`src/design/ssda_pkg.sv`:
```
// ----------------------------------------------------------------------------
// ssda_pkg
// Shared widths, register indexes, angle constants and the arctangent table
// for the segment select and direction angle core.
// ----------------------------------------------------------------------------
package ssda_pkg;

  // Default geometry
  localparam int COORD_BITS_DEF = 10;
  localparam int ANGLE_FRAC_DEF = 8;

  // Configuration port
  localparam int REG_W     = 10;
  localparam int CFG_IDX_W = 2;
  localparam logic [CFG_IDX_W-1:0] REG_CENTER_X    = 2'd0;
  localparam logic [CFG_IDX_W-1:0] REG_CENTER_Y    = 2'd1;
  localparam logic [CFG_IDX_W-1:0] REG_NEAR_RADIUS = 2'd2;
  localparam logic [REG_W-1:0] CENTER_X_RST    = 10'd200;
  localparam logic [REG_W-1:0] CENTER_Y_RST    = 10'd200;
  localparam logic [REG_W-1:0] NEAR_RADIUS_RST = 10'd100;

  // Result field widths
  localparam int ANGLE_W = 17;
  localparam int LEN_W   = 11;
  localparam int PT_W    = 10;

  // Angle arithmetic: degrees scaled by 2^INT_FRAC
  localparam int INT_FRAC     = 20;
  localparam int CORDIC_STEPS = 20;
  localparam int STEP_W       = 5;
  localparam int PRESCALE     = 24;
  localparam int ZW           = 29;
  localparam int OCT_W        = 26;
  localparam int FULL_W       = 29;
  localparam int DEG45_I      = 45 * (2 ** INT_FRAC);
  localparam int DEG90_I      = 90 * (2 ** INT_FRAC);
  localparam int DEG180_I     = 180 * (2 ** INT_FRAC);
  localparam int DEG360_I     = 360 * (2 ** INT_FRAC);

  // atan(2^-i) in 2^-20 degree, rounded to nearest
  function automatic logic [OCT_W-1:0] atan_lut(input logic [STEP_W-1:0] idx);
    logic [OCT_W-1:0] v;
    case (idx)
      5'd0:    v = 26'd47185920;
      5'd1:    v = 26'd27855475;
      5'd2:    v = 26'd14718068;
      5'd3:    v = 26'd7471121;
      5'd4:    v = 26'd3750058;
      5'd5:    v = 26'd1876857;
      5'd6:    v = 26'd938658;
      5'd7:    v = 26'd469357;
      5'd8:    v = 26'd234682;
      5'd9:    v = 26'd117342;
      5'd10:   v = 26'd58671;
      5'd11:   v = 26'd29335;
      5'd12:   v = 26'd14668;
      5'd13:   v = 26'd7334;
      5'd14:   v = 26'd3667;
      5'd15:   v = 26'd1833;
      5'd16:   v = 26'd917;
      5'd17:   v = 26'd458;
      5'd18:   v = 26'd229;
      5'd19:   v = 26'd115;
      default: v = '0;
    endcase
    return v;
  endfunction

endpackage

```
`src/design/ssda_isqrt.sv`:
```
// ----------------------------------------------------------------------------
// ssda_isqrt
// Digit-serial integer square root: two radicand bits enter and one root
// bit leaves per cycle, restoring form.
// ----------------------------------------------------------------------------
module ssda_isqrt import ssda_pkg::*; #(
  parameter int ROOT_W = COORD_BITS_DEF + 1
) (
  input  logic                  clk,
  input  logic                  rst_n,
  input  logic                  start,
  input  logic [2*ROOT_W-1:0]   radicand,
  output logic                  done,
  output logic [ROOT_W-1:0]     root
);

  localparam int RAD_W = 2 * ROOT_W;
  localparam int REM_W = ROOT_W + 1;
  localparam int TRY_W = ROOT_W + 3;
  localparam int CNT_W = $clog2(ROOT_W + 1);

  logic [RAD_W-1:0]  rad_r;
  logic [REM_W-1:0]  rem_r, rem_nxt;
  logic [ROOT_W-1:0] root_r, root_nxt;
  logic [CNT_W-1:0]  cnt_r;
  logic              busy_r, done_r;
  logic [TRY_W-1:0]  cat, sub, trial;
  logic              take;

  // One root digit: bring down two bits, try subtracting 4*root+1
  always_comb begin
    cat      = {rem_r, rad_r[RAD_W-1 -: 2]};
    sub      = {1'b0, root_r, 2'b01};
    take     = (cat >= sub);
    trial    = cat - sub;
    rem_nxt  = take ? trial[REM_W-1:0] : cat[REM_W-1:0];
    root_nxt = {root_r[ROOT_W-2:0], take};
  end

  // Load, then shift one digit per cycle
  always_ff @(posedge clk) begin
    if (!rst_n) begin
      busy_r <= 1'b0;
      done_r <= 1'b0;
      cnt_r  <= '0;
    end else begin
      done_r <= 1'b0;
      if (start) begin
        rad_r  <= radicand;
        rem_r  <= '0;
        root_r <= '0;
        cnt_r  <= CNT_W'(ROOT_W);
        busy_r <= 1'b1;
      end else if (busy_r) begin
        rad_r  <= {rad_r[RAD_W-3:0], 2'b00};
        rem_r  <= rem_nxt;
        root_r <= root_nxt;
        cnt_r  <= cnt_r - 1'b1;
        if (cnt_r == CNT_W'(1)) begin
          busy_r <= 1'b0;
          done_r <= 1'b1;
        end
      end
    end
  end

  assign done = done_r;
  assign root = root_r;

endmodule

```
`src/design/ssda_cordic.sv`:
```
// ----------------------------------------------------------------------------
// ssda_cordic
// Vectoring CORDIC for the first-octant angle atan(b/a), one micro-rotation
// per cycle, result in 2^-20 degree clamped to 0..45 degrees.
// ----------------------------------------------------------------------------
module ssda_cordic import ssda_pkg::*; #(
  parameter int COORD_W = COORD_BITS_DEF
) (
  input  logic               clk,
  input  logic               rst_n,
  input  logic               start,
  input  logic [COORD_W-1:0] a,
  input  logic [COORD_W-1:0] b,
  output logic               done,
  output logic [OCT_W-1:0]   oct
);

  localparam int XW = COORD_W + PRESCALE + 3;
  localparam logic signed [ZW-1:0] DEG45_Z = ZW'(DEG45_I);

  logic signed [XW-1:0] x_r, y_r, x_sh, y_sh, x_nxt, y_nxt;
  logic signed [ZW-1:0] z_r, z_nxt, z_clamp, tab;
  logic [STEP_W-1:0]    cnt_r;
  logic                 busy_r, done_r, y_pos;

  // Micro-rotation toward the x axis
  always_comb begin
    x_sh  = x_r >>> cnt_r;
    y_sh  = y_r >>> cnt_r;
    tab   = signed'({{(ZW-OCT_W){1'b0}}, atan_lut(cnt_r)});
    y_pos = !y_r[XW-1] && (y_r != '0);
    if (y_pos) begin
      x_nxt = x_r + y_sh;
      y_nxt = y_r - x_sh;
      z_nxt = z_r + tab;
    end else begin
      x_nxt = x_r - y_sh;
      y_nxt = y_r + x_sh;
      z_nxt = z_r - tab;
    end
    if (z_nxt[ZW-1]) begin
      z_clamp = '0;
    end else if (z_nxt > DEG45_Z) begin
      z_clamp = DEG45_Z;
    end else begin
      z_clamp = z_nxt;
    end
  end

  // Load operands, settle flat and diagonal cases at once, else iterate
  always_ff @(posedge clk) begin
    if (!rst_n) begin
      busy_r <= 1'b0;
      done_r <= 1'b0;
      cnt_r  <= '0;
    end else begin
      done_r <= 1'b0;
      if (start) begin
        x_r   <= signed'({3'b000, a, {PRESCALE{1'b0}}});
        y_r   <= signed'({3'b000, b, {PRESCALE{1'b0}}});
        z_r   <= '0;
        cnt_r <= '0;
        if (b == '0) begin
          done_r <= 1'b1;
        end else if (a == b) begin
          z_r    <= DEG45_Z;
          done_r <= 1'b1;
        end else begin
          busy_r <= 1'b1;
        end
      end else if (busy_r) begin
        x_r   <= x_nxt;
        y_r   <= y_nxt;
        cnt_r <= cnt_r + 1'b1;
        if (cnt_r == STEP_W'(CORDIC_STEPS - 1)) begin
          z_r    <= z_clamp;
          busy_r <= 1'b0;
          done_r <= 1'b1;
        end else begin
          z_r <= z_nxt;
        end
      end
    end
  end

  assign done = done_r;
  assign oct  = z_r[OCT_W-1:0];

endmodule

```
`src/design/segment_select_direction_angle_core.sv`:
```
// ----------------------------------------------------------------------------
// segment_select_direction_angle_core
// Keeps the longest segment near the centre over a set of segments and, on
// the last one, reports it with its start endpoint and direction angle.
// ----------------------------------------------------------------------------
//  channel | direction | handshake          | payload
//  cfg     | in        | cfg_valid/ready    | cfg_index, cfg_data
//  in      | in        | in_valid/ready     | two endpoints, last_segment
//  out     | out       | out_valid/ready    | found, angle, start, length, ends
//
//  A segment's time is set by the bit-serial square root
//  (one root bit per cycle).
//  A last segment adds two distance squares, then the 20-step CORDIC;
//  flat or diagonal segments skip the CORDIC iterations.
//  Reset loads the centre 200,200 and radius 100 and drops any kept segment.
//  A waiting result does not block intake; only a last segment holds until
//  the output register is free.
// ----------------------------------------------------------------------------
module segment_select_direction_angle_core import ssda_pkg::*; #(
  parameter int COORD_BITS      = COORD_BITS_DEF,
  parameter int ANGLE_FRAC_BITS = ANGLE_FRAC_DEF
) (
  input  logic                  clk,
  input  logic                  rst_n,
  input  logic                  cfg_valid,
  output logic                  cfg_ready,
  input  logic [CFG_IDX_W-1:0]  cfg_index,
  input  logic [REG_W-1:0]      cfg_data,
  input  logic                  in_valid,
  output logic                  in_ready,
  input  logic [COORD_BITS-1:0] in_first_x,
  input  logic [COORD_BITS-1:0] in_first_y,
  input  logic [COORD_BITS-1:0] in_second_x,
  input  logic [COORD_BITS-1:0] in_second_y,
  input  logic                  in_last_segment,
  output logic                  out_valid,
  input  logic                  out_ready,
  output logic                  out_found,
  output logic [ANGLE_W-1:0]    out_angle_q8,
  output logic                  out_start_is_second,
  output logic [LEN_W-1:0]      out_best_length,
  output logic [PT_W-1:0]       out_best_first_x,
  output logic [PT_W-1:0]       out_best_first_y,
  output logic [PT_W-1:0]       out_best_second_x,
  output logic [PT_W-1:0]       out_best_second_y
);

  localparam int C      = COORD_BITS;
  localparam int ROOT_W = C + 1;
  localparam int RAD_W  = 2 * ROOT_W;
  localparam int MW     = (C > REG_W) ? C : REG_W;
  localparam int DW     = MW + 1;
  localparam int SQW    = 2 * MW + 1;
  localparam int SH     = INT_FRAC - ANGLE_FRAC_BITS;
  localparam int QW     = FULL_W + 1 - SH;
  localparam logic [QW-1:0]     WRAP_Q = QW'(360 * (2 ** ANGLE_FRAC_BITS));
  localparam logic [FULL_W:0]   ROUND  = (FULL_W+1)'(2 ** (SH - 1));
  localparam logic [FULL_W-1:0] DEG90  = FULL_W'(DEG90_I);
  localparam logic [FULL_W-1:0] DEG180 = FULL_W'(DEG180_I);
  localparam logic [FULL_W-1:0] DEG360 = FULL_W'(DEG360_I);

  localparam logic [3:0] ST_IDLE   = 4'd0;
  localparam logic [3:0] ST_SQLEN  = 4'd1;
  localparam logic [3:0] ST_SQRT   = 4'd2;
  localparam logic [3:0] ST_DIST1  = 4'd3;
  localparam logic [3:0] ST_DIST2  = 4'd4;
  localparam logic [3:0] ST_ORIENT = 4'd5;
  localparam logic [3:0] ST_ROT    = 4'd6;
  localparam logic [3:0] ST_PHI    = 4'd7;
  localparam logic [3:0] ST_FIN    = 4'd8;

  logic [3:0]        state_r, state_nxt;
  logic [REG_W-1:0]  cx_r, cy_r, nr_r;
  logic [C-1:0]      x1_r, y1_r, x2_r, y2_r;
  logic              last_r, cand_r, cand_nxt;
  logic              have_r, have_nxt, upd;
  logic [ROOT_W-1:0] klen_r;
  logic [C-1:0]      kx1_r, ky1_r, kx2_r, ky2_r;
  logic [SQW-1:0]    s1_r;
  logic              sel_r, swap_r, negx_r, negy_r;
  logic [FULL_W-1:0] full_r, phi, full_nxt;
  logic              out_valid_r;
  logic              fin_go;

  logic [DW-1:0]        ea1, ea2, eb1, eb2;
  logic signed [DW-1:0] sq_a, sq_b;
  logic signed [2*DW-1:0] pa, pb;
  logic [SQW-1:0]       sq_sum;

  logic signed [C:0] ddx, ddy;
  logic [C:0]        adx_w, ady_w;
  logic [C-1:0]      adx, ady, cor_a, cor_b;
  logic              swap_w;

  logic [FULL_W:0]   q_sum;
  logic [QW-1:0]     q, q_wrap;

  logic              isq_start, isq_done, cor_start, cor_done;
  logic [ROOT_W-1:0] isq_root;
  logic [OCT_W-1:0]  cor_oct;

  // Per-axis nearness: |p - c| < r
  function automatic logic near_ax(input logic [MW-1:0] p, input logic [MW-1:0] c,
                                   input logic [MW-1:0] r);
    logic [MW-1:0] d;
    d = (p >= c) ? (p - c) : (c - p);
    return d < r;
  endfunction

  assign cfg_ready = 1'b1;
  assign in_ready  = (state_r == ST_IDLE);
  assign out_valid = out_valid_r;
  assign fin_go    = (state_r == ST_FIN) && (!out_valid_r || out_ready);

  // Configuration registers
  always_ff @(posedge clk) begin
    if (!rst_n) begin
      cx_r <= CENTER_X_RST;
      cy_r <= CENTER_Y_RST;
      nr_r <= NEAR_RADIUS_RST;
    end else if (cfg_valid && cfg_ready) begin
      case (cfg_index)
        REG_CENTER_X:    cx_r <= cfg_data;
        REG_CENTER_Y:    cy_r <= cfg_data;
        REG_NEAR_RADIUS: nr_r <= cfg_data;
        default: ;
      endcase
    end
  end

  // Candidate test on the captured segment
  always_comb begin
    cand_nxt = (near_ax(MW'(x1_r), MW'(cx_r), MW'(nr_r)) &&
                near_ax(MW'(y1_r), MW'(cy_r), MW'(nr_r))) ||
               (near_ax(MW'(x2_r), MW'(cx_r), MW'(nr_r)) &&
                near_ax(MW'(y2_r), MW'(cy_r), MW'(nr_r)));
  end

  // Shared sum of squares: segment length, then the two centre distances
  always_comb begin
    case (state_r)
      ST_SQLEN: begin
        ea1 = DW'(x1_r);  ea2 = DW'(x2_r);
        eb1 = DW'(y2_r);  eb2 = DW'(y1_r);
      end
      ST_DIST1: begin
        ea1 = DW'(kx1_r); ea2 = DW'(cx_r);
        eb1 = DW'(ky1_r); eb2 = DW'(cy_r);
      end
      default: begin
        ea1 = DW'(kx2_r); ea2 = DW'(cx_r);
        eb1 = DW'(ky2_r); eb2 = DW'(cy_r);
      end
    endcase
    sq_a   = signed'(ea1 - ea2);
    sq_b   = signed'(eb1 - eb2);
    pa     = sq_a * sq_a;
    pb     = sq_b * sq_b;
    sq_sum = {1'b0, pa[2*MW-1:0]} + {1'b0, pb[2*MW-1:0]};
  end

  assign isq_start = (state_r == ST_SQLEN);
  assign cor_start = (state_r == ST_ORIENT);

  ssda_isqrt #(.ROOT_W(ROOT_W)) u_isqrt (
    .clk      (clk),
    .rst_n    (rst_n),
    .start    (isq_start),
    .radicand (RAD_W'(sq_sum)),
    .done     (isq_done),
    .root     (isq_root)
  );

  // Keep the first of the longest candidates
  assign upd      = cand_r && (!have_r || (isq_root > klen_r));
  assign have_nxt = have_r || upd;

  // Offsets from the start endpoint, folded for the CORDIC
  always_comb begin
    if (sel_r) begin
      ddx = signed'({1'b0, kx1_r} - {1'b0, kx2_r});
      ddy = signed'({1'b0, ky2_r} - {1'b0, ky1_r});
    end else begin
      ddx = signed'({1'b0, kx2_r} - {1'b0, kx1_r});
      ddy = signed'({1'b0, ky1_r} - {1'b0, ky2_r});
    end
    adx_w  = ddx[C] ? (~ddx + 1'b1) : ddx;
    ady_w  = ddy[C] ? (~ddy + 1'b1) : ddy;
    adx    = adx_w[C-1:0];
    ady    = ady_w[C-1:0];
    swap_w = (ady > adx);
    cor_a  = swap_w ? ady : adx;
    cor_b  = swap_w ? adx : ady;
  end

  ssda_cordic #(.COORD_W(C)) u_cordic (
    .clk   (clk),
    .rst_n (rst_n),
    .start (cor_start),
    .a     (cor_a),
    .b     (cor_b),
    .done  (cor_done),
    .oct   (cor_oct)
  );

  // Unfold the octant angle to the full circle
  always_comb begin
    phi = swap_r ? (DEG90 - FULL_W'(cor_oct)) : FULL_W'(cor_oct);
    case ({negx_r, negy_r})
      2'b00:   full_nxt = phi;
      2'b10:   full_nxt = DEG180 - phi;
      2'b11:   full_nxt = DEG180 + phi;
      2'b01:   full_nxt = DEG360 - phi;
      default: full_nxt = phi;
    endcase
  end

  // Round half up to the output step, wrap a full turn to zero
  always_comb begin
    q_sum  = {1'b0, full_r} + ROUND;
    q      = q_sum[FULL_W:SH];
    q_wrap = (q >= WRAP_Q) ? (q - WRAP_Q) : q;
  end

  // Sequencer
  always_comb begin
    state_nxt = state_r;
    case (state_r)
      ST_IDLE:   if (in_valid) state_nxt = ST_SQLEN;
      ST_SQLEN:  state_nxt = ST_SQRT;
      ST_SQRT: begin
        if (isq_done) begin
          if (!last_r)       state_nxt = ST_IDLE;
          else if (have_nxt) state_nxt = ST_DIST1;
          else               state_nxt = ST_FIN;
        end
      end
      ST_DIST1:  state_nxt = ST_DIST2;
      ST_DIST2:  state_nxt = ST_ORIENT;
      ST_ORIENT: state_nxt = ST_ROT;
      ST_ROT:    if (cor_done) state_nxt = ST_PHI;
      ST_PHI:    state_nxt = ST_FIN;
      ST_FIN:    if (fin_go) state_nxt = ST_IDLE;
      default:   state_nxt = ST_IDLE;
    endcase
  end

  // Control registers
  always_ff @(posedge clk) begin
    if (!rst_n) begin
      state_r     <= ST_IDLE;
      have_r      <= 1'b0;
      out_valid_r <= 1'b0;
    end else begin
      state_r <= state_nxt;
      if ((state_r == ST_SQRT) && isq_done) begin
        have_r <= have_nxt;
      end
      if (fin_go) begin
        out_valid_r <= 1'b1;
        have_r      <= 1'b0;
      end else if (out_valid_r && out_ready) begin
        out_valid_r <= 1'b0;
      end
    end
  end

  // Datapath registers
  always_ff @(posedge clk) begin
    if (in_valid && in_ready) begin
      x1_r   <= in_first_x;
      y1_r   <= in_first_y;
      x2_r   <= in_second_x;
      y2_r   <= in_second_y;
      last_r <= in_last_segment;
    end
    if (state_r == ST_SQLEN) begin
      cand_r <= cand_nxt;
    end
    if ((state_r == ST_SQRT) && isq_done && upd) begin
      klen_r <= isq_root;
      kx1_r  <= x1_r;
      ky1_r  <= y1_r;
      kx2_r  <= x2_r;
      ky2_r  <= y2_r;
    end
    if (state_r == ST_DIST1) begin
      s1_r <= sq_sum;
    end
    if (state_r == ST_DIST2) begin
      sel_r <= (s1_r >= sq_sum);
    end
    if (state_r == ST_ORIENT) begin
      swap_r <= swap_w;
      negx_r <= ddx[C];
      negy_r <= ddy[C];
    end
    if (state_r == ST_PHI) begin
      full_r <= full_nxt;
    end
    if (fin_go) begin
      out_found <= have_r;
      if (have_r) begin
        out_angle_q8        <= ANGLE_W'(q_wrap);
        out_start_is_second <= sel_r;
        out_best_length     <= LEN_W'(klen_r);
        out_best_first_x    <= PT_W'(kx1_r);
        out_best_first_y    <= PT_W'(ky1_r);
        out_best_second_x   <= PT_W'(kx2_r);
        out_best_second_y   <= PT_W'(ky2_r);
      end else begin
        out_angle_q8        <= '0;
        out_start_is_second <= 1'b0;
        out_best_length     <= '0;
        out_best_first_x    <= '0;
        out_best_first_y    <= '0;
        out_best_second_x   <= '0;
        out_best_second_y   <= '0;
      end
    end
  end

`ifndef ASSERT_OFF
  a_isq_done_in_sqrt: assert property (@(posedge clk) disable iff (!rst_n)
    isq_done |-> state_r == ST_SQRT) else $error("square root done outside SQRT");

  a_cor_done_in_rot: assert property (@(posedge clk) disable iff (!rst_n)
    cor_done |-> state_r == ST_ROT) else $error("CORDIC done outside ROT");

  a_fin_clears: assert property (@(posedge clk) disable iff (!rst_n)
    fin_go |=> !have_r && out_valid) else $error("set close left state behind");

  a_not_found_zero: assert property (@(posedge clk) disable iff (!rst_n)
    out_valid && !out_found |-> out_angle_q8 == '0 && out_best_length == '0)
    else $error("empty result carries data");
`endif

endmodule

```
`config.mk`:
```
export PLATFORM = sky130hd
export DESIGN_NAME = segment_select_direction_angle_core
export DESIGN_NICKNAME = d
export VERILOG_FILES = /design/src/design/ssda_pkg.sv /design/src/design/ssda_isqrt.sv /design/src/design/ssda_cordic.sv /design/src/design/segment_select_direction_angle_core.sv
export SDC_FILE = /design/constraint.sdc
export NUM_CORES = 2
export LEC_CHECK = 0
export BUFFER_PORTS_ARGS = -buffer_cell sky130_fd_sc_hd__buf_2
export CORE_UTILIZATION = 40
export CTS_CLUSTER_SIZE = 30
export DETAILED_ROUTE_END_ITERATION = 8
export PLACE_DENSITY = 0.63
export SYNTH_ARGS = -nofsm -noshare
export SYNTH_HDL_FRONTEND = slang
export SYNTH_SLANG_ARGS = --single-unit
```
`constraint.sdc`:
```
create_clock -name clk -period 12.95 [get_ports clk]
set_input_delay 1.295 -clock clk [delete_from_list [all_inputs] [get_ports clk]]
set_output_delay 1.295 -clock clk [all_outputs]
set_load 0.02 [all_outputs]
```
[After elaboration in Yosys (flattened, before gate mapping)]
Memory sizes are Yosys's and may differ from the RTL's. A register that Yosys moved wholly into a read port is not among the register bits.
Index checks and enable logic that the tools add are counted.
Word-level totals
  register bits: 414
  ROM bits: 832
  input port bits: 58
  output and inout port bits: 73
  word-level logic and storage cells: 222
  memories kept: 1
Cells by class
  $add $sub $neg: 32
  multipliers: 2
  $lt $le $gt $ge: 14
  equal/unequal tests: 22
  shift operators: 2
  muxes and demuxes: 63
  bitwise gates (word level): 4
  reductions and logical operators: 35
Memories
  (no name shown): words 32, width 26, rd ports 1, clocked after memory_dff 1, write ports 0, RTL line ssda_pkg.sv:43  | case (idx)
Operators by type and width (number)
  $mux 29: 7
  $mux 37: 4
  $pmux 29 s4: 1
  $mux 10: 10
  $sub 10x10->10: 8
  $add 37x37->37: 2
  $sshr 37x5->37: 2
  $sub 37x37->37: 2
  $mux 34: 2
  $sub 10x10->11: 6
  $ge 10x10->1: 4
  $lt 10x10->1: 4
  $mul 11x11->20: 2
  $pmux 10 s2: 2
  $reduce_bool 37->1: 1
  $pmux 4 s9: 1
  $mux 11: 3
  $mux 4: 8
  $add 29x12->30 const B: 1
  $add 28x29->29 const A: 1
  $add 29x27->29: 1
  $gt 29x27->1 const B: 1
  $sub 28x29->29 const A: 1
  $sub 29x27->29: 1
  other kinds (44): 99

[Depth between registers and ports, before layout]
  depth in word-level cells: 11
  gate-level depth with buffers: 51
  depth with buffers taken out: 49

[By module]
A second synthesis with hierarchy kept.
Unflattened totals
  cells, all modules: 5388
  area, all modules: 49179.7 sq um
Modules (own cells, without submodules)
  segment_select_direction_angle_core: instances 1, cells an instance 2954, area an instance 27272.4 sq um, sequential area each 6906.6 sq um
  ssda_cordic: instances 1, cells an instance 2218, area an instance 19225.9 sq um, sequential area each 3753.6 sq um
  ssda_isqrt: instances 1, cells an instance 216, area an instance 2681.3 sq um, sequential area each 1471.4 sq um

[Worst setup path after synthesis]
OpenSTA, ideal clock, no wires.
  kind: reg-to-reg
  start: register state_r[0]
  end: register sel_r, data pin
  library setup time: 0.261 ns
  arrival: 9.805 ns
  required time: 12.689 ns
  slack: 2.884 ns
  stages on the path, launching flop included: 45
  cells stage by stage: dfxtp_1 > clkbuf_1 > nor2b_1 > nand2_1 > inv_1 > clkbuf_1 > clkbuf_1 > a21oi_1 > ha_1 > o21ai_0 > a21boi_0 > o21ai_0 > a21boi_0 > o21ai_0 > a21boi_0 > o21ai_0 > nand2b_1 > xor2_1 > [9 not listed] > ha_1 > and3_1 > a21oi_1 > o21ai_0 > o41ai_1 > xnor2_1 > ha_1 > nand3_1 > nand2_1 > o21bai_1 > o31ai_1 > o21a_1 > inv_1 > ha_1 > a21o_1 > a21oi_1 > o21ai_0 > a221o_1
On the way
  word-level cells in the longest chain between the ends: 6
Ends and longest elaborated chain
  start: declaration: RTL line segment_select_direction_angle_core.sv:72  | logic [3:0] state_r, state_nxt;
  start signal: assignment: RTL line segment_select_direction_angle_core.sv:255  | state_r <= state_nxt;
  $eq 4x2->1 / $eq 4x1->1 (equally long branches): RTL line segment_select_direction_angle_core.sv:141  | case (state_r)
  $pmux 10 s2 / $mux 10 (equally long branches): RTL line segment_select_direction_angle_core.sv:141
  $sub 10x10->11, on equally long branches: RTL line segment_select_direction_angle_core.sv:155, segment_select_direction_angle_core.sv:156
  $mul 11x11->20, on equally long branches: RTL line segment_select_direction_angle_core.sv:157, segment_select_direction_angle_core.sv:158
  $add 20x20->21 (*): RTL line segment_select_direction_angle_core.sv:159  | sq_sum = {1'b0, pa[2*MW-1:0]} + {1'b0, pb[2*MW-1:0]};
  via sq_sum[18]: RTL line segment_select_direction_angle_core.sv:88  | logic [SQW-1:0] sq_sum;
  $ge 21x21->1 (*): RTL line segment_select_direction_angle_core.sv:291  | sel_r <= (s1_r >= sq_sum);
  end signal: assignment: RTL line segment_select_direction_angle_core.sv:291
  end: declaration: RTL line segment_select_direction_angle_core.sv:80  | logic sel_r, swap_r, negx_r, negy_r;
Mark *: on every way through the listed nets, which the timed path passes. The rest lies on a longest branch.
A chain may end at the register's enable or synchronous reset.

[Worst setup path after layout]
Ends and elaborated chain as after synthesis.

==> impl_metrics.toml <==
[die]
die_x_um = 344
die-area_um2 = 118000
start_util = 0.406
core_um2 = 115000
die_h_um = 344
io_pins = 131
fp-row-count = 124

[logic_synthesis]
yosysWarningCount = 0
syn_avg_cell_area_um2 = 9.11
synthSimpleGateAreaFrac = 0.145
yosysSeqAreaShare = 0.260
synth.cell_area_um2 = 46700
yosys.cell_types.count = 93
synth_xor_area_frac = 0.0696
syn_inst = 5126
synth_top_area_cell = "edfxtp_1"
muxShareOfSynthArea = 0.0923
postSynthNetCount = 5841
synth-async-reset-ratio = 0
synth_top_family_by_area = "adder cells"
synth_area_leaders = "edfxtp_1 (23%), ha_1 (12%), fa_1 (8.7%)"
synth_edf_count = 354
synth_seq_cells = 429
synth_compound_area_frac = 0.159
synth_ff_type = "edfxtp_1"
yosysTopAreaCellShare = 0.228
synthAdderAreaFrac = 0.209

[sta]
drv_slew = 0
fin_crit_sh = 0.899
rsz0062_at_grt = "false"
relSlewSlack = 0.224
whs_ns = 0.453
finalSetupViolCount = 0
worst_slew_pin_slew_ns = 1.16
max_freq_ghz = 0.0859
hold_viol = 0
finalSetupTns_ns = 0
fin_crit_ns = 11.65
fin_skew_ns = 0.0625

[clocking]
cts_root_buf = "clkbuf_16"
clock_path_buffers = 3
cts_hold_buf = 0
cts_sinks = 429
clk_pin_slew_ns = 0.06
postCtsSetupRepairBufs = 0
cts.htree.levels = 2
cts_tree = "built"
cts_buffers = 56
ctsResizeCount = 0
clk_latency_ns = 0.68

[routing]
via_count = 38500
drcViolationCount = 0
wire_per_inst_um = 19.9
antenna_left = 0
vias_per_cell = 5.71
wl_um = 134000
drtIter0Drc = 3159
drt_first_pass_iters = 5

[critical_path]
r2r-end = "sel_r$_DFFE_PN_"
critPathMaxStageDelay_ns = 0.72
cp_slowest_cell = "inv_2"
path_max_fanout = 55
cp-startpoint = "state_r[0]$_SDFFE_PN0P_"
cp-start-kind = "flop"
cp_common_cell = "inv_1"
required_ns = 13.34
reg2reg_depth = 45
cp-end-kind = "flop"
r2r_start = "state_r[0]$_SDFFE_PN0P_"
r2r_slack_ns = 1.30
endpoint = "sel_r$_DFFE_PN_"
arrival_ns = 12.04
critical_path_class = "flop to flop"

[placed_design]
gp_congestion = 0.950
portBuffers = 129
hpwl_um = 104000

[global_routing]
grt_pass1_vias = 37900
grt_max_degree = 77
grt-ovfl-total = 0
antenna_found_initial = 6
grt_use_total = 0.226
grt_pass1_wl_um = 212000

[finish]
area.growth.synth_to_final_pct = 8.74
nNetsFinal = 5885
layout-drive-gt1-share = 0.0918

[min_path]
min-delay-start = "u_isqrt.root[0]$_SDFFCE_PN0P_"
hold_class = "flop to flop"

[outcome]
outcome = "finished clean"

[run]
cap_violations = 0
[cells in the final DEF (no fill, tap or decap), drive strengths merged, types with 42 or more instances in the layout]
cell type,count
a211oi,44
a21boi,52
a21o,98
a21oi,306
a31oi,53
buf,166
clkbuf,83
dfxtp,75
edfxtp,354
fa,204
ha,453
inv,603
mux2,42
mux2i,145
mux4,106
nand2,378
nand2b,42
nand3,105
nor2,500
nor2b,55
nor3,95
o21a,60
o21ai,228
o21bai,42
xnor2,221
xor2,150
[synthesized netlist by cell type (106+ instances only)]
cell      instances
a21oi_1         304
clkbuf_1        119
edfxtp_1        354
fa_1            204
ha_1            453
inv_1           600
mux2i_1         145
mux4_2          106
nand2_1         378
nor2_1          500
o21ai_0         227
xnor2_1         221
xor2_1          150
[worst max-delay path, delay by kind of cell (launching register included)]
kind,cells,cell delay (ns)
adders and majority gates,9,3.60
DFF,1,0.52
buffers and inverters,8,1.39
xor gates and xnor gates,2,0.63
and+or+nand+nor,8,1.33
AOI/OAI and AO/OA,18,3.90
[state kept, by name, summed over array words and instances, names as in the netlist, 11 cells and up]
register and flops:
out_angle_q8 17, full_r 18, u_isqrt.rad_r 22, u_isqrt.root 11
u_isqrt.rem_r 12, u_cordic.x_r 37, s1_r 21, u_cordic.tab 26
u_cordic.z_r 29, klen_r 11, u_cordic.y_r 37, out_best_length 11
[worst min-delay path by stage]
stage                           to  depth (start not counted)
4_1_cts        klen_r[0]$_DFFE_PP_                          0
3_5_place_dp   klen_r[0]$_DFFE_PP_                          0
3_3_place_gp   klen_r[0]$_DFFE_PP_                          0
2_1_floorplan  klen_r[0]$_DFFE_PP_                          0
6_report       klen_r[0]$_DFFE_PP_                          0
5_1_grt        klen_r[0]$_DFFE_PP_                          0
[per-layer routing]
metal | up-vias | global-route usage | share of wire
met4 | 4 | 0.0533 | 0.023
met2 | 1257 | 0.364 | 0.46
met5 | - | 0 | 0.00016
li1 | 18300 | - | -
met1 | 18700 | 0.314 | 0.45
met3 | 187 | 0.0386 | 0.075
[metrics by stage]
stage                     instance area (um2)  setup WS (ns)  utilization  instances
after floorplan                         46700           2.88            -       5126
after global placement                  48800           1.84        0.425       6624
after detailed placement                48800           1.45        0.425       6624
after CTS                               50800           1.42        0.442       6729
after global routing                    50800          0.318        0.442       6729
final                                   50800           1.30        0.442       6731
[final cells by class]
class / count / area (um2)
Fill cell: 11100 / 64200
Clock inverter: 22 / 274
Tap cell: 1512 / 1890
Timing Repair Buffer: 166 / 923
Clock buffer: 83 / 1690
Inverter: 608 / 2280
Antenna cell: 2 / 5.00
Multi-Input combinational cell: 3909 / 31600
Sequential cell: 429 / 12100
[kinds of logic (layout without fill, tap and decap cells)]
logic type	Yosys count	count (layout)
other cells	1	3
buf+inv	788	879
mux	293	293
simple gates	1443	1443
flops	429	429
xor+xnor	371	371
compound gates	1144	1144
fa+ha+maj	657	657
Power is left out: the tool's default activity adds up to more than one toggle a clock period on the data nets, which glitch-free logic cannot reach.
